$ cat src/rtl/sum_pkg.sv
// ----------------------------------------------------------------------------
// sum_pkg
// shared types and codes for the sorted union merge block
// ----------------------------------------------------------------------------
package sum_pkg;

    localparam int unsigned CMD_W   = 2;
    localparam int unsigned VALUE_W = 32;

    typedef logic [CMD_W-1:0]          cmd_t;
    typedef logic signed [VALUE_W-1:0] value_t;

    localparam cmd_t CMD_APPEND_FIRST  = 2'd0;
    localparam cmd_t CMD_APPEND_SECOND = 2'd1;
    localparam cmd_t CMD_MERGE         = 2'd2;

    typedef enum logic [1:0] {
        ST_IDLE  = 2'b01,
        ST_MERGE = 2'b10
    } state_t;

endpackage

$ cat src/rtl/sum_if.sv
// ----------------------------------------------------------------------------
// sum_in_if / sum_out_if
// valid/ready channels for command items and union results
// ----------------------------------------------------------------------------
interface sum_in_if;
    logic          valid;
    logic          ready;
    sum_pkg::cmd_t   cmd;
    sum_pkg::value_t value;

    modport source (output valid, output cmd, output value, input ready);
    modport sink   (input valid, input cmd, input value, output ready);
endinterface

interface sum_out_if;
    logic            valid;
    logic            ready;
    sum_pkg::value_t value_res;
    logic            last;
    logic            empty_res;

    modport source (output valid, output value_res, output last, output empty_res,
                    input ready);
    modport sink   (input valid, input value_res, input last, input empty_res,
                    output ready);
endinterface

$ cat src/rtl/sorted_union_merge.sv
// ----------------------------------------------------------------------------
// sorted_union_merge
// union of two ascending lists of signed values, duplicates removed
// ----------------------------------------------------------------------------
// Append commands write one element per cycle into the first or second list
// memory and produce no result; an append to a full list is dropped. A merge
// command walks both memories with one read port each, one list element per
// cycle unless the result side stalls, and no new command is taken until the
// merge ends. Each distinct value is held one step before it is sent so that
// the final one can carry last; two empty lists give a single result with
// empty_res set and value_res zero. Both counts clear when the merge ends.
module sorted_union_merge #(
    parameter int unsigned LIST_DEPTH = 16
) (
    input  logic            clk,
    input  logic            rst_n,
    sum_in_if.sink          items,
    sum_out_if.source       results
);

    localparam int unsigned AW = (LIST_DEPTH > 1) ? $clog2(LIST_DEPTH) : 1;
    localparam int unsigned CW = $clog2(LIST_DEPTH + 1);
    localparam logic [CW-1:0] DEPTH_C = CW'(LIST_DEPTH);

    sum_pkg::value_t mem_a [LIST_DEPTH];
    sum_pkg::value_t mem_b [LIST_DEPTH];
    sum_pkg::value_t rdata_a_reg;
    sum_pkg::value_t rdata_b_reg;

    sum_pkg::state_t state_reg, state_next;
    logic [CW-1:0]   cnt_a_reg, cnt_a_next;
    logic [CW-1:0]   cnt_b_reg, cnt_b_next;
    logic [CW-1:0]   idx_a_reg, idx_a_next;
    logic [CW-1:0]   idx_b_reg, idx_b_next;
    logic            pend_valid_reg, pend_valid_next;
    sum_pkg::value_t pend_reg, pend_next;
    logic            out_valid_reg, out_valid_next;
    sum_pkg::value_t out_value_reg, out_value_next;
    logic            out_last_reg, out_last_next;
    logic            out_empty_reg, out_empty_next;

    logic            accept;
    logic            step_ok;
    logic            more_a;
    logic            more_b;
    logic            take_a;
    sum_pkg::value_t pick;
    logic            wr_a;
    logic            wr_b;

    assign accept  = items.valid && items.ready;
    assign step_ok = !out_valid_reg || results.ready;
    assign more_a  = idx_a_reg < cnt_a_reg;
    assign more_b  = idx_b_reg < cnt_b_reg;
    assign take_a  = more_a && (!more_b || (rdata_a_reg <= rdata_b_reg));
    assign pick    = take_a ? rdata_a_reg : rdata_b_reg;
    assign wr_a    = accept && (items.cmd == sum_pkg::CMD_APPEND_FIRST)
                     && (cnt_a_reg < DEPTH_C);
    assign wr_b    = accept && (items.cmd == sum_pkg::CMD_APPEND_SECOND)
                     && (cnt_b_reg < DEPTH_C);

    assign items.ready       = (state_reg == sum_pkg::ST_IDLE);
    assign results.valid     = out_valid_reg;
    assign results.value_res = out_value_reg;
    assign results.last      = out_last_reg;
    assign results.empty_res = out_empty_reg;

    always_comb
    begin
        state_next      = state_reg;
        cnt_a_next      = cnt_a_reg;
        cnt_b_next      = cnt_b_reg;
        idx_a_next      = idx_a_reg;
        idx_b_next      = idx_b_reg;
        pend_valid_next = pend_valid_reg;
        pend_next       = pend_reg;
        out_valid_next  = out_valid_reg && !results.ready;
        out_value_next  = out_value_reg;
        out_last_next   = out_last_reg;
        out_empty_next  = out_empty_reg;

        unique case (state_reg)
            sum_pkg::ST_IDLE:
            begin
                if (wr_a)
                begin
                    cnt_a_next = cnt_a_reg + CW'(1);
                end
                if (wr_b)
                begin
                    cnt_b_next = cnt_b_reg + CW'(1);
                end
                if (accept && (items.cmd == sum_pkg::CMD_MERGE))
                begin
                    idx_a_next      = '0;
                    idx_b_next      = '0;
                    pend_valid_next = 1'b0;
                    state_next      = sum_pkg::ST_MERGE;
                end
            end
            sum_pkg::ST_MERGE:
            begin
                if (step_ok)
                begin
                    if (!more_a && !more_b)
                    begin
                        // flush the held value as the final result
                        out_valid_next  = 1'b1;
                        out_value_next  = pend_valid_reg ? pend_reg : '0;
                        out_last_next   = 1'b1;
                        out_empty_next  = !pend_valid_reg;
                        pend_valid_next = 1'b0;
                        cnt_a_next      = '0;
                        cnt_b_next      = '0;
                        state_next      = sum_pkg::ST_IDLE;
                    end
                    else
                    begin
                        if (take_a)
                        begin
                            idx_a_next = idx_a_reg + CW'(1);
                        end
                        else
                        begin
                            idx_b_next = idx_b_reg + CW'(1);
                        end
                        if (!pend_valid_reg || (pick != pend_reg))
                        begin
                            if (pend_valid_reg)
                            begin
                                out_valid_next = 1'b1;
                                out_value_next = pend_reg;
                                out_last_next  = 1'b0;
                                out_empty_next = 1'b0;
                            end
                            pend_valid_next = 1'b1;
                            pend_next       = pick;
                        end
                    end
                end
            end
            default:
            begin
                state_next = sum_pkg::ST_IDLE;
            end
        endcase
    end

    // list memories: one write port, one registered read port each
    always_ff @(posedge clk)
    begin
        if (wr_a)
        begin
            mem_a[cnt_a_reg[AW-1:0]] <= items.value;
        end
        if (idx_a_next < DEPTH_C)
        begin
            rdata_a_reg <= mem_a[idx_a_next[AW-1:0]];
        end
    end

    always_ff @(posedge clk)
    begin
        if (wr_b)
        begin
            mem_b[cnt_b_reg[AW-1:0]] <= items.value;
        end
        if (idx_b_next < DEPTH_C)
        begin
            rdata_b_reg <= mem_b[idx_b_next[AW-1:0]];
        end
    end

    always_ff @(posedge clk or negedge rst_n)
    begin
        if (!rst_n)
        begin
            state_reg      <= sum_pkg::ST_IDLE;
            cnt_a_reg      <= '0;
            cnt_b_reg      <= '0;
            idx_a_reg      <= '0;
            idx_b_reg      <= '0;
            pend_valid_reg <= 1'b0;
            out_valid_reg  <= 1'b0;
        end
        else
        begin
            state_reg      <= state_next;
            cnt_a_reg      <= cnt_a_next;
            cnt_b_reg      <= cnt_b_next;
            idx_a_reg      <= idx_a_next;
            idx_b_reg      <= idx_b_next;
            pend_valid_reg <= pend_valid_next;
            out_valid_reg  <= out_valid_next;
        end
    end

    always_ff @(posedge clk)
    begin
        pend_reg      <= pend_next;
        out_value_reg <= out_value_next;
        out_last_reg  <= out_last_next;
        out_empty_reg <= out_empty_next;
    end

    a_cnt_bound: assert property (@(posedge clk) disable iff (!rst_n)
        (cnt_a_reg <= DEPTH_C) && (cnt_b_reg <= DEPTH_C))
        else $error("list count above depth");

    a_idx_bound: assert property (@(posedge clk) disable iff (!rst_n)
        (state_reg == sum_pkg::ST_MERGE) |->
            ((idx_a_reg <= cnt_a_reg) && (idx_b_reg <= cnt_b_reg)))
        else $error("merge index past list count");

    a_empty_form: assert property (@(posedge clk) disable iff (!rst_n)
        (results.valid && results.empty_res) |->
            (results.last && (results.value_res == '0)))
        else $error("empty result malformed");

    a_counts_clear: assert property (@(posedge clk) disable iff (!rst_n)
        ((state_reg == sum_pkg::ST_MERGE) && (state_next == sum_pkg::ST_IDLE)) |=>
            ((cnt_a_reg == '0) && (cnt_b_reg == '0) && results.valid && results.last))
        else $error("merge end did not clear counts or send last");

endmodule

$ cat src/flat_wrapper.sv
// flat-port wrapper written by rule: the top's interface ports become plain ports
module sorted_union_merge_flat 
#(
    parameter int unsigned LIST_DEPTH = 16
)
  (clk, rst_n, items_valid, items_cmd, items_value, items_ready, results_valid, results_value_res, results_last, results_empty_res, results_ready);
  sum_in_if items_i ();
  sum_out_if results_i ();
  input  logic clk;
  input  logic rst_n;
  input wire logic [$bits(items_i.valid)-1:0] items_valid;
  input wire logic [$bits(items_i.cmd)-1:0] items_cmd;
  input wire logic [$bits(items_i.value)-1:0] items_value;
  output wire logic [$bits(items_i.ready)-1:0] items_ready;
  output wire logic [$bits(results_i.valid)-1:0] results_valid;
  output wire logic [$bits(results_i.value_res)-1:0] results_value_res;
  output wire logic [$bits(results_i.last)-1:0] results_last;
  output wire logic [$bits(results_i.empty_res)-1:0] results_empty_res;
  input wire logic [$bits(results_i.ready)-1:0] results_ready;
  assign items_i.valid = items_valid;
  assign items_i.cmd = items_cmd;
  assign items_i.value = items_value;
  assign items_ready = items_i.ready;
  assign results_valid = results_i.valid;
  assign results_value_res = results_i.value_res;
  assign results_last = results_i.last;
  assign results_empty_res = results_i.empty_res;
  assign results_i.ready = results_ready;
  sorted_union_merge #(.LIST_DEPTH(LIST_DEPTH)) u_core (.clk(clk), .rst_n(rst_n), .items(items_i), .results(results_i));
endmodule
$ cat config.mk
export PLATFORM = sky130hd
export DESIGN_NAME = sorted_union_merge_flat
export DESIGN_NICKNAME = d
export VERILOG_FILES = /design/src/rtl/sum_pkg.sv /design/src/rtl/sum_if.sv /design/src/rtl/sorted_union_merge.sv /design/src/flat_wrapper.sv
export SDC_FILE = /design/constraint.sdc
export NUM_CORES = 2
export LEC_CHECK = 0
export BUFFER_PORTS_ARGS = -buffer_cell sky130_fd_sc_hd__buf_2
export CORE_MARGIN = 3
export CORE_UTILIZATION = 40
export CTS_CLUSTER_SIZE = 20
export DETAILED_ROUTE_END_ITERATION = 16
export GPL_TIMING_DRIVEN = 0
export PLACE_DENSITY = 0.52
export SETUP_SLACK_MARGIN = 0.2
export SYNTH_ARGS = -nofsm -noshare
export SYNTH_HDL_FRONTEND = slang
export SYNTH_SLANG_ARGS = --single-unit
$ cat constraint.sdc
create_clock -name clk -period 16.21 [get_ports clk]
set_input_delay 2.4315 -clock clk [delete_from_list [all_inputs] [get_ports clk]]
set_output_delay 2.4315 -clock clk [all_outputs]
set_load 0.03 [all_outputs]
==> results_tabular.tex <==
\begin{tabular}{lr}
\hline
Metric & Value \\
\hline
\multicolumn{2}{l}{\textbf{Finish}} \\
\quad Net count reported at finish & 3,765 \\
\quad Ratio of cells with drive above 1 in the final layout & 11.95\% \\
\quad Sequential cell area & 35,260 sq um \\
\quad Non-Filler Instances & 5,378 \\
\quad Core occupancy in the finished layout & 46.79\% \\
\quad Count of inserted antenna diode cells & 0 \\
\quad Filler cell count in the final layout & 10,690 \\
\quad Multi-input gate area in the final layout & 12,200 sq um \\
\quad Relative area change from synthesis to final layout & 15.73\% \\
\multicolumn{2}{l}{\textbf{Clock tree}} \\
\quad Count of hold-fix buffers inserted at cts & 0 \\
\quad Cts bufs inserted & 130 \\
\quad TritonCTS clock tree & yes \\
\quad Post\_cts resized & 0 \\
\quad Max clock buf depth & 3 \\
\quad Source-to-sink clock delay at the later pin of the worst-skew pair & 0.73 ns \\
\quad \# H-tree levels & 4 \\
\quad CTS clock-pin slew for the worst setup and hold paths & 0.06 ns \\
\quad Post-CTS repair timing setup buffer count & 0 \\
\quad Buffer type at the clock tree root & sky130\_fd\_sc\_hd\_\_clkbuf\_16 \\
\quad Sinks on the clock net & 1,178 \\
\multicolumn{2}{l}{\textbf{Detailed routing}} \\
\quad Total via count in the routed design & 31,920 \\
\quad Drt via density & 5.934 \\
\quad Number of search-and-repair iterations in the first detailed-routing pass & 6 \\
\quad Remaining routing DRC violations & 0 \\
\quad Drt first-iter violations & 4,067 \\
\quad Post-detailed-route wirelength per cell & 28.46 um \\
\quad Number of routed nets with antenna violations & 0 \\
\quad Total routed wirelength & 153,100 um \\
\multicolumn{2}{l}{\textbf{Place}} \\
\quad Estimated wirelength of the detail-placed design & 108,000 um \\
\quad Post-placement cell count & 5,155 \\
\quad Routability Congestion & 0.9277 \\
\quad Buffers on Ports & 73 \\
\multicolumn{2}{l}{\textbf{Outcome}} \\
\quad Outcome & finished clean \\
\multicolumn{2}{l}{\textbf{Synthesis}} \\
\quad Average footprint of a synthesized cell & 14.25 sq um \\
\quad Netlist Area Pre-Place & 48,690 sq um \\
\quad Leading post-synthesis cells by instance count & 1,154 x sky130\_fd\_sc\_hd\_\_edfxtp\_1, 451 x sky130\_fd\_sc\_hd\_\_nand2\_1, 195 x sky130\_fd\_sc\_hd\_\_and3\_1 \\
\quad Synth async-reset ratio & 2.037\% \\
\quad Leading cell types by total area after synthesis & sky130\_fd\_sc\_hd\_\_edfxtp\_1 71\%, sky130\_fd\_sc\_hd\_\_nand2\_1 3.5\%, sky130\_fd\_sc\_hd\_\_and3\_1 2.5\%, sky130\_fd\_sc\_hd\_\_a211oi\_1 2.5\%, sky130\_fd\_sc\_hd\_\_a32oi\_1 2.3\% \\
\quad Number of warnings reported in the yosys synthesis log & 0 \\
\quad Share of the yosys chip area belonging to registers & 72.40\% \\
\quad Count leader, synth & sky130\_fd\_sc\_hd\_\_edfxtp\_1 \\
\quad Synthesized Nets & 3,506 \\
\quad Syn Inst Count & 3,416 \\
\quad Post-synth EDFFs & 1,154 \\
\quad Seq cells post-synth & 1,178 \\
\quad Top-area cell type share of the netlist area & 71.17\% \\
\quad Post-synth top flop & sky130\_fd\_sc\_hd\_\_edfxtp\_1 \\
\quad Number of unique standard cell types used by synthesis & 68 \\
\quad Synth area leader & sky130\_fd\_sc\_hd\_\_edfxtp\_1 \\
\multicolumn{2}{l}{\textbf{STA}} \\
\quad Worst slew pin tran & 1.303 ns \\
\quad Number of pins exceeding their max-slew limit in the final report & 0 \\
\quad Post-route setup TNS & 0 ns \\
\quad Peak Freq & 148.3 MHz \\
\quad Largest clock skew in the final design & 0.01900 ns \\
\quad Share of the clock period used by the worst path & 41.59\% \\
\quad Count of endpoints failing setup in the final report & 0 \\
\quad Crit path time final & 6.742 ns \\
\quad RSZ-0062 raised after global routing & no \\
\quad Final hold violation count & 0 \\
\quad Tightest slew margin relative to the limit & 12.35\% \\
\multicolumn{2}{l}{\textbf{Min path}} \\
\quad Class of the tightest hold or removal check & register to register \\
\quad Startpoint of the tightest hold check path & u\_core.idx\_b\_reg[4] \\
\quad End of the worst hold path & u\_core.idx\_b\_reg[4] \\
\quad Hold path depth & 1 \\
\multicolumn{2}{l}{\textbf{Die}} \\
\quad Die extent in y & 354.9 um \\
\quad I/O pin count & 74 \\
\quad \# rows & 127 \\
\quad Core outline area & 120,400 sq um \\
\quad Die outline width & 354.9 um \\
\quad Die area & 126,000 sq um \\
\quad Starting density of the core & 40.43\% \\
\multicolumn{2}{l}{\textbf{Global routing}} \\
\quad Global-route wire length before repair & 218,900 um \\
\quad Overflow left after global routing & 0 \\
\quad Initial antenna violation count & 2 \\
\quad Via count of the first global-routing pass & 30,270 \\
\quad All-Layer GR Usage & 23.93\% \\
\quad Maximum number of pins on one net before global-route repair & 34 \\
\multicolumn{2}{l}{\textbf{Power}} \\
\quad Static leakage & 19.05 nW \\
\quad Power Dens Cells & 147.3 nW/um\^{}2 \\
\quad Design Power & 0.008301 W \\
\quad Largest voltage drop on the vdd net & 0.08872 mV \\
\multicolumn{2}{l}{\textbf{Critical path}} \\
\quad CP required & 16.69 ns \\
\quad Worst-case register-to-register setup slack & 9.47 ns \\
\quad Worst r2r dst & u\_core.rdata\_b\_reg[9] \\
\quad Worst reg2reg path depth & 16 \\
\quad Sort of element at the end of the critical path & register \\
\quad Startpoint of the most critical register-to-register path & u\_core.rdata\_b\_reg[14] \\
\quad Kind of launch point of the worst setup path & register \\
\quad Data arrival time of the critical path & 7.22 ns \\
\quad Largest fanout on the critical path & 10 \\
\quad Worst setup path class & register to register \\
\multicolumn{2}{l}{\textbf{Run}} \\
\quad Number of violations of the max-capacitance limit & 0 \\
\hline
\end{tabular}
## worst max-delay path: stages (launching register included)
cell                        delay [ns]
sky130_fd_sc_hd__edfxtp_1         0.45
sky130_fd_sc_hd__inv_1            0.17
sky130_fd_sc_hd__ha_1             0.35
sky130_fd_sc_hd__nand4_1          0.17
sky130_fd_sc_hd__nor4_1           1.11
sky130_fd_sc_hd__a31oi_1          0.34
sky130_fd_sc_hd__a32o_1           0.34
sky130_fd_sc_hd__nor3_2           0.37
sky130_fd_sc_hd__buf_6            0.22
sky130_fd_sc_hd__buf_6            0.21
sky130_fd_sc_hd__nor4_1           0.09
sky130_fd_sc_hd__o2bb2ai_2        0.77
sky130_fd_sc_hd__inv_2            0.15
sky130_fd_sc_hd__nand2_1          0.38
sky130_fd_sc_hd__clkbuf_1         0.68
sky130_fd_sc_hd__o32ai_1          0.35
sky130_fd_sc_hd__a211o_1          0.31
## worst max-delay path by stage
stage,slack [ns],to,start,cells past startpoint
after global routing,9.47,u_core.results.value_res[3],u_core.rdata_b_reg[14],16
after floorplan,10.29,u_core.pend_reg[0],u_core.rdata_a_reg[23],15
final,9.47,u_core.rdata_b_reg[9],u_core.rdata_b_reg[14],16
after CTS,9.91,u_core.rdata_b_reg[10],u_core.rdata_b_reg[14],16
after detailed placement,9.43,u_core.rdata_b_reg[19],items_valid,12
after global placement,7.06,u_core.pend_reg[6],u_core.rdata_b_reg[14],13
## layout by cell type (no fill, tap or decap), types with 9 or more instances in the layout
master / synthesis / routed
sky130_fd_sc_hd__a211o_1: 66 / 66
sky130_fd_sc_hd__a211oi_1: 161 / 160
sky130_fd_sc_hd__a21boi_0: 32 / 32
sky130_fd_sc_hd__a21o_1: 9 / 9
sky130_fd_sc_hd__a21oi_1: 20 / 20
sky130_fd_sc_hd__a22o_1: 32 / 32
sky130_fd_sc_hd__a311oi_1: 64 / 64
sky130_fd_sc_hd__a31oi_1: 71 / 71
sky130_fd_sc_hd__a32oi_1: 128 / 128
sky130_fd_sc_hd__and3_1: 195 / 195
sky130_fd_sc_hd__buf_12: 0 / 13
sky130_fd_sc_hd__buf_16: 0 / 12
sky130_fd_sc_hd__buf_2: 64 / 137
sky130_fd_sc_hd__buf_4: 11 / 13
sky130_fd_sc_hd__buf_6: 10 / 32
sky130_fd_sc_hd__bufinv_16: 0 / 9
sky130_fd_sc_hd__clkbuf_1: 182 / 207
sky130_fd_sc_hd__clkbuf_16: 0 / 139
sky130_fd_sc_hd__clkinv_1: 0 / 23
sky130_fd_sc_hd__clkinv_2: 0 / 20
sky130_fd_sc_hd__dfrtp_1: 23 / 23
sky130_fd_sc_hd__edfxtp_1: 1154 / 1154
sky130_fd_sc_hd__ha_1: 52 / 52
sky130_fd_sc_hd__inv_1: 63 / 63
sky130_fd_sc_hd__nand2_1: 451 / 451
sky130_fd_sc_hd__nand2b_1: 11 / 11
sky130_fd_sc_hd__nand3_1: 145 / 145
sky130_fd_sc_hd__nand4_1: 11 / 11
sky130_fd_sc_hd__nor2_1: 41 / 17
sky130_fd_sc_hd__nor2_4: 1 / 25
sky130_fd_sc_hd__nor2b_1: 32 / 32
sky130_fd_sc_hd__nor3_2: 1 / 9
sky130_fd_sc_hd__nor4_1: 12 / 12
sky130_fd_sc_hd__o21ai_0: 171 / 171
sky130_fd_sc_hd__o311ai_0: 12 / 12
sky130_fd_sc_hd__o311ai_1: 21 / 21
sky130_fd_sc_hd__o32ai_1: 32 / 32
sky130_fd_sc_hd__xnor2_1: 24 / 24
sky130_fd_sc_hd__xor2_1: 21 / 21
## layer usage
layer	global-route usage (%)	wire, um	vias to the layer above
li1	-	-	13980
met3	4.464	13140	176
met4	5.266	2563	0
met2	34.13	65050	1410
met1	37.76	72320	16350
met5	0	0	-
## stage by stage
step | setup slack (ns) | cell area [sq um] | hold slack [ns]
finish | 9.468 | 56350 | 0.5237
global route | 9.474 | 56350 | 0.5370
detailed placement | 9.428 | 52250 | 0.5155
global placement | 7.061 | 51080 | 0.5112
floorplan | 10.29 | 48690 | 0.4680
CTS | 9.913 | 56350 | 0.5237
## kinds of logic after synthesis
group                      Yosys count  share of synthesized area (%)
muxes                               10                         0.2158
xor gates and xnor gates            45                         0.8094
DFF                               1178                          72.40
adders and majority gates           52                          1.336
buffers and inverters              342                          3.040
AOI/OAI and AO/OA                  857                          13.10
and+or+nand+nor                    932                          9.099
## area by class of cell
type	count	share of cell area (%)
clock buffers	167	6.412
inverters	68	0.4529
plain buffers	274	2.174
flip-flops and latches	1178	62.56
clock inverters	56	0.8726
repair buffers	127	2.296
well taps	1612	3.579
multi-input cells	1896	21.65
## where the power goes
| group | leakage (nW) | total, W | switching, W | internal, W |
|---|---|---|---|---|
| combinational | 6.22 | 0.00179 | 0.00125 | 0.000535 |
| clock | 2.02 | 0.00289 | 0.00118 | 0.00171 |
| sequential | 10.8 | 0.00363 | 0.0000983 | 0.00353 |
| total | 19.0 | 0.00830 | 0.00253 | 0.00577 |
Note: power is estimated with default switching activity, not from simulation.
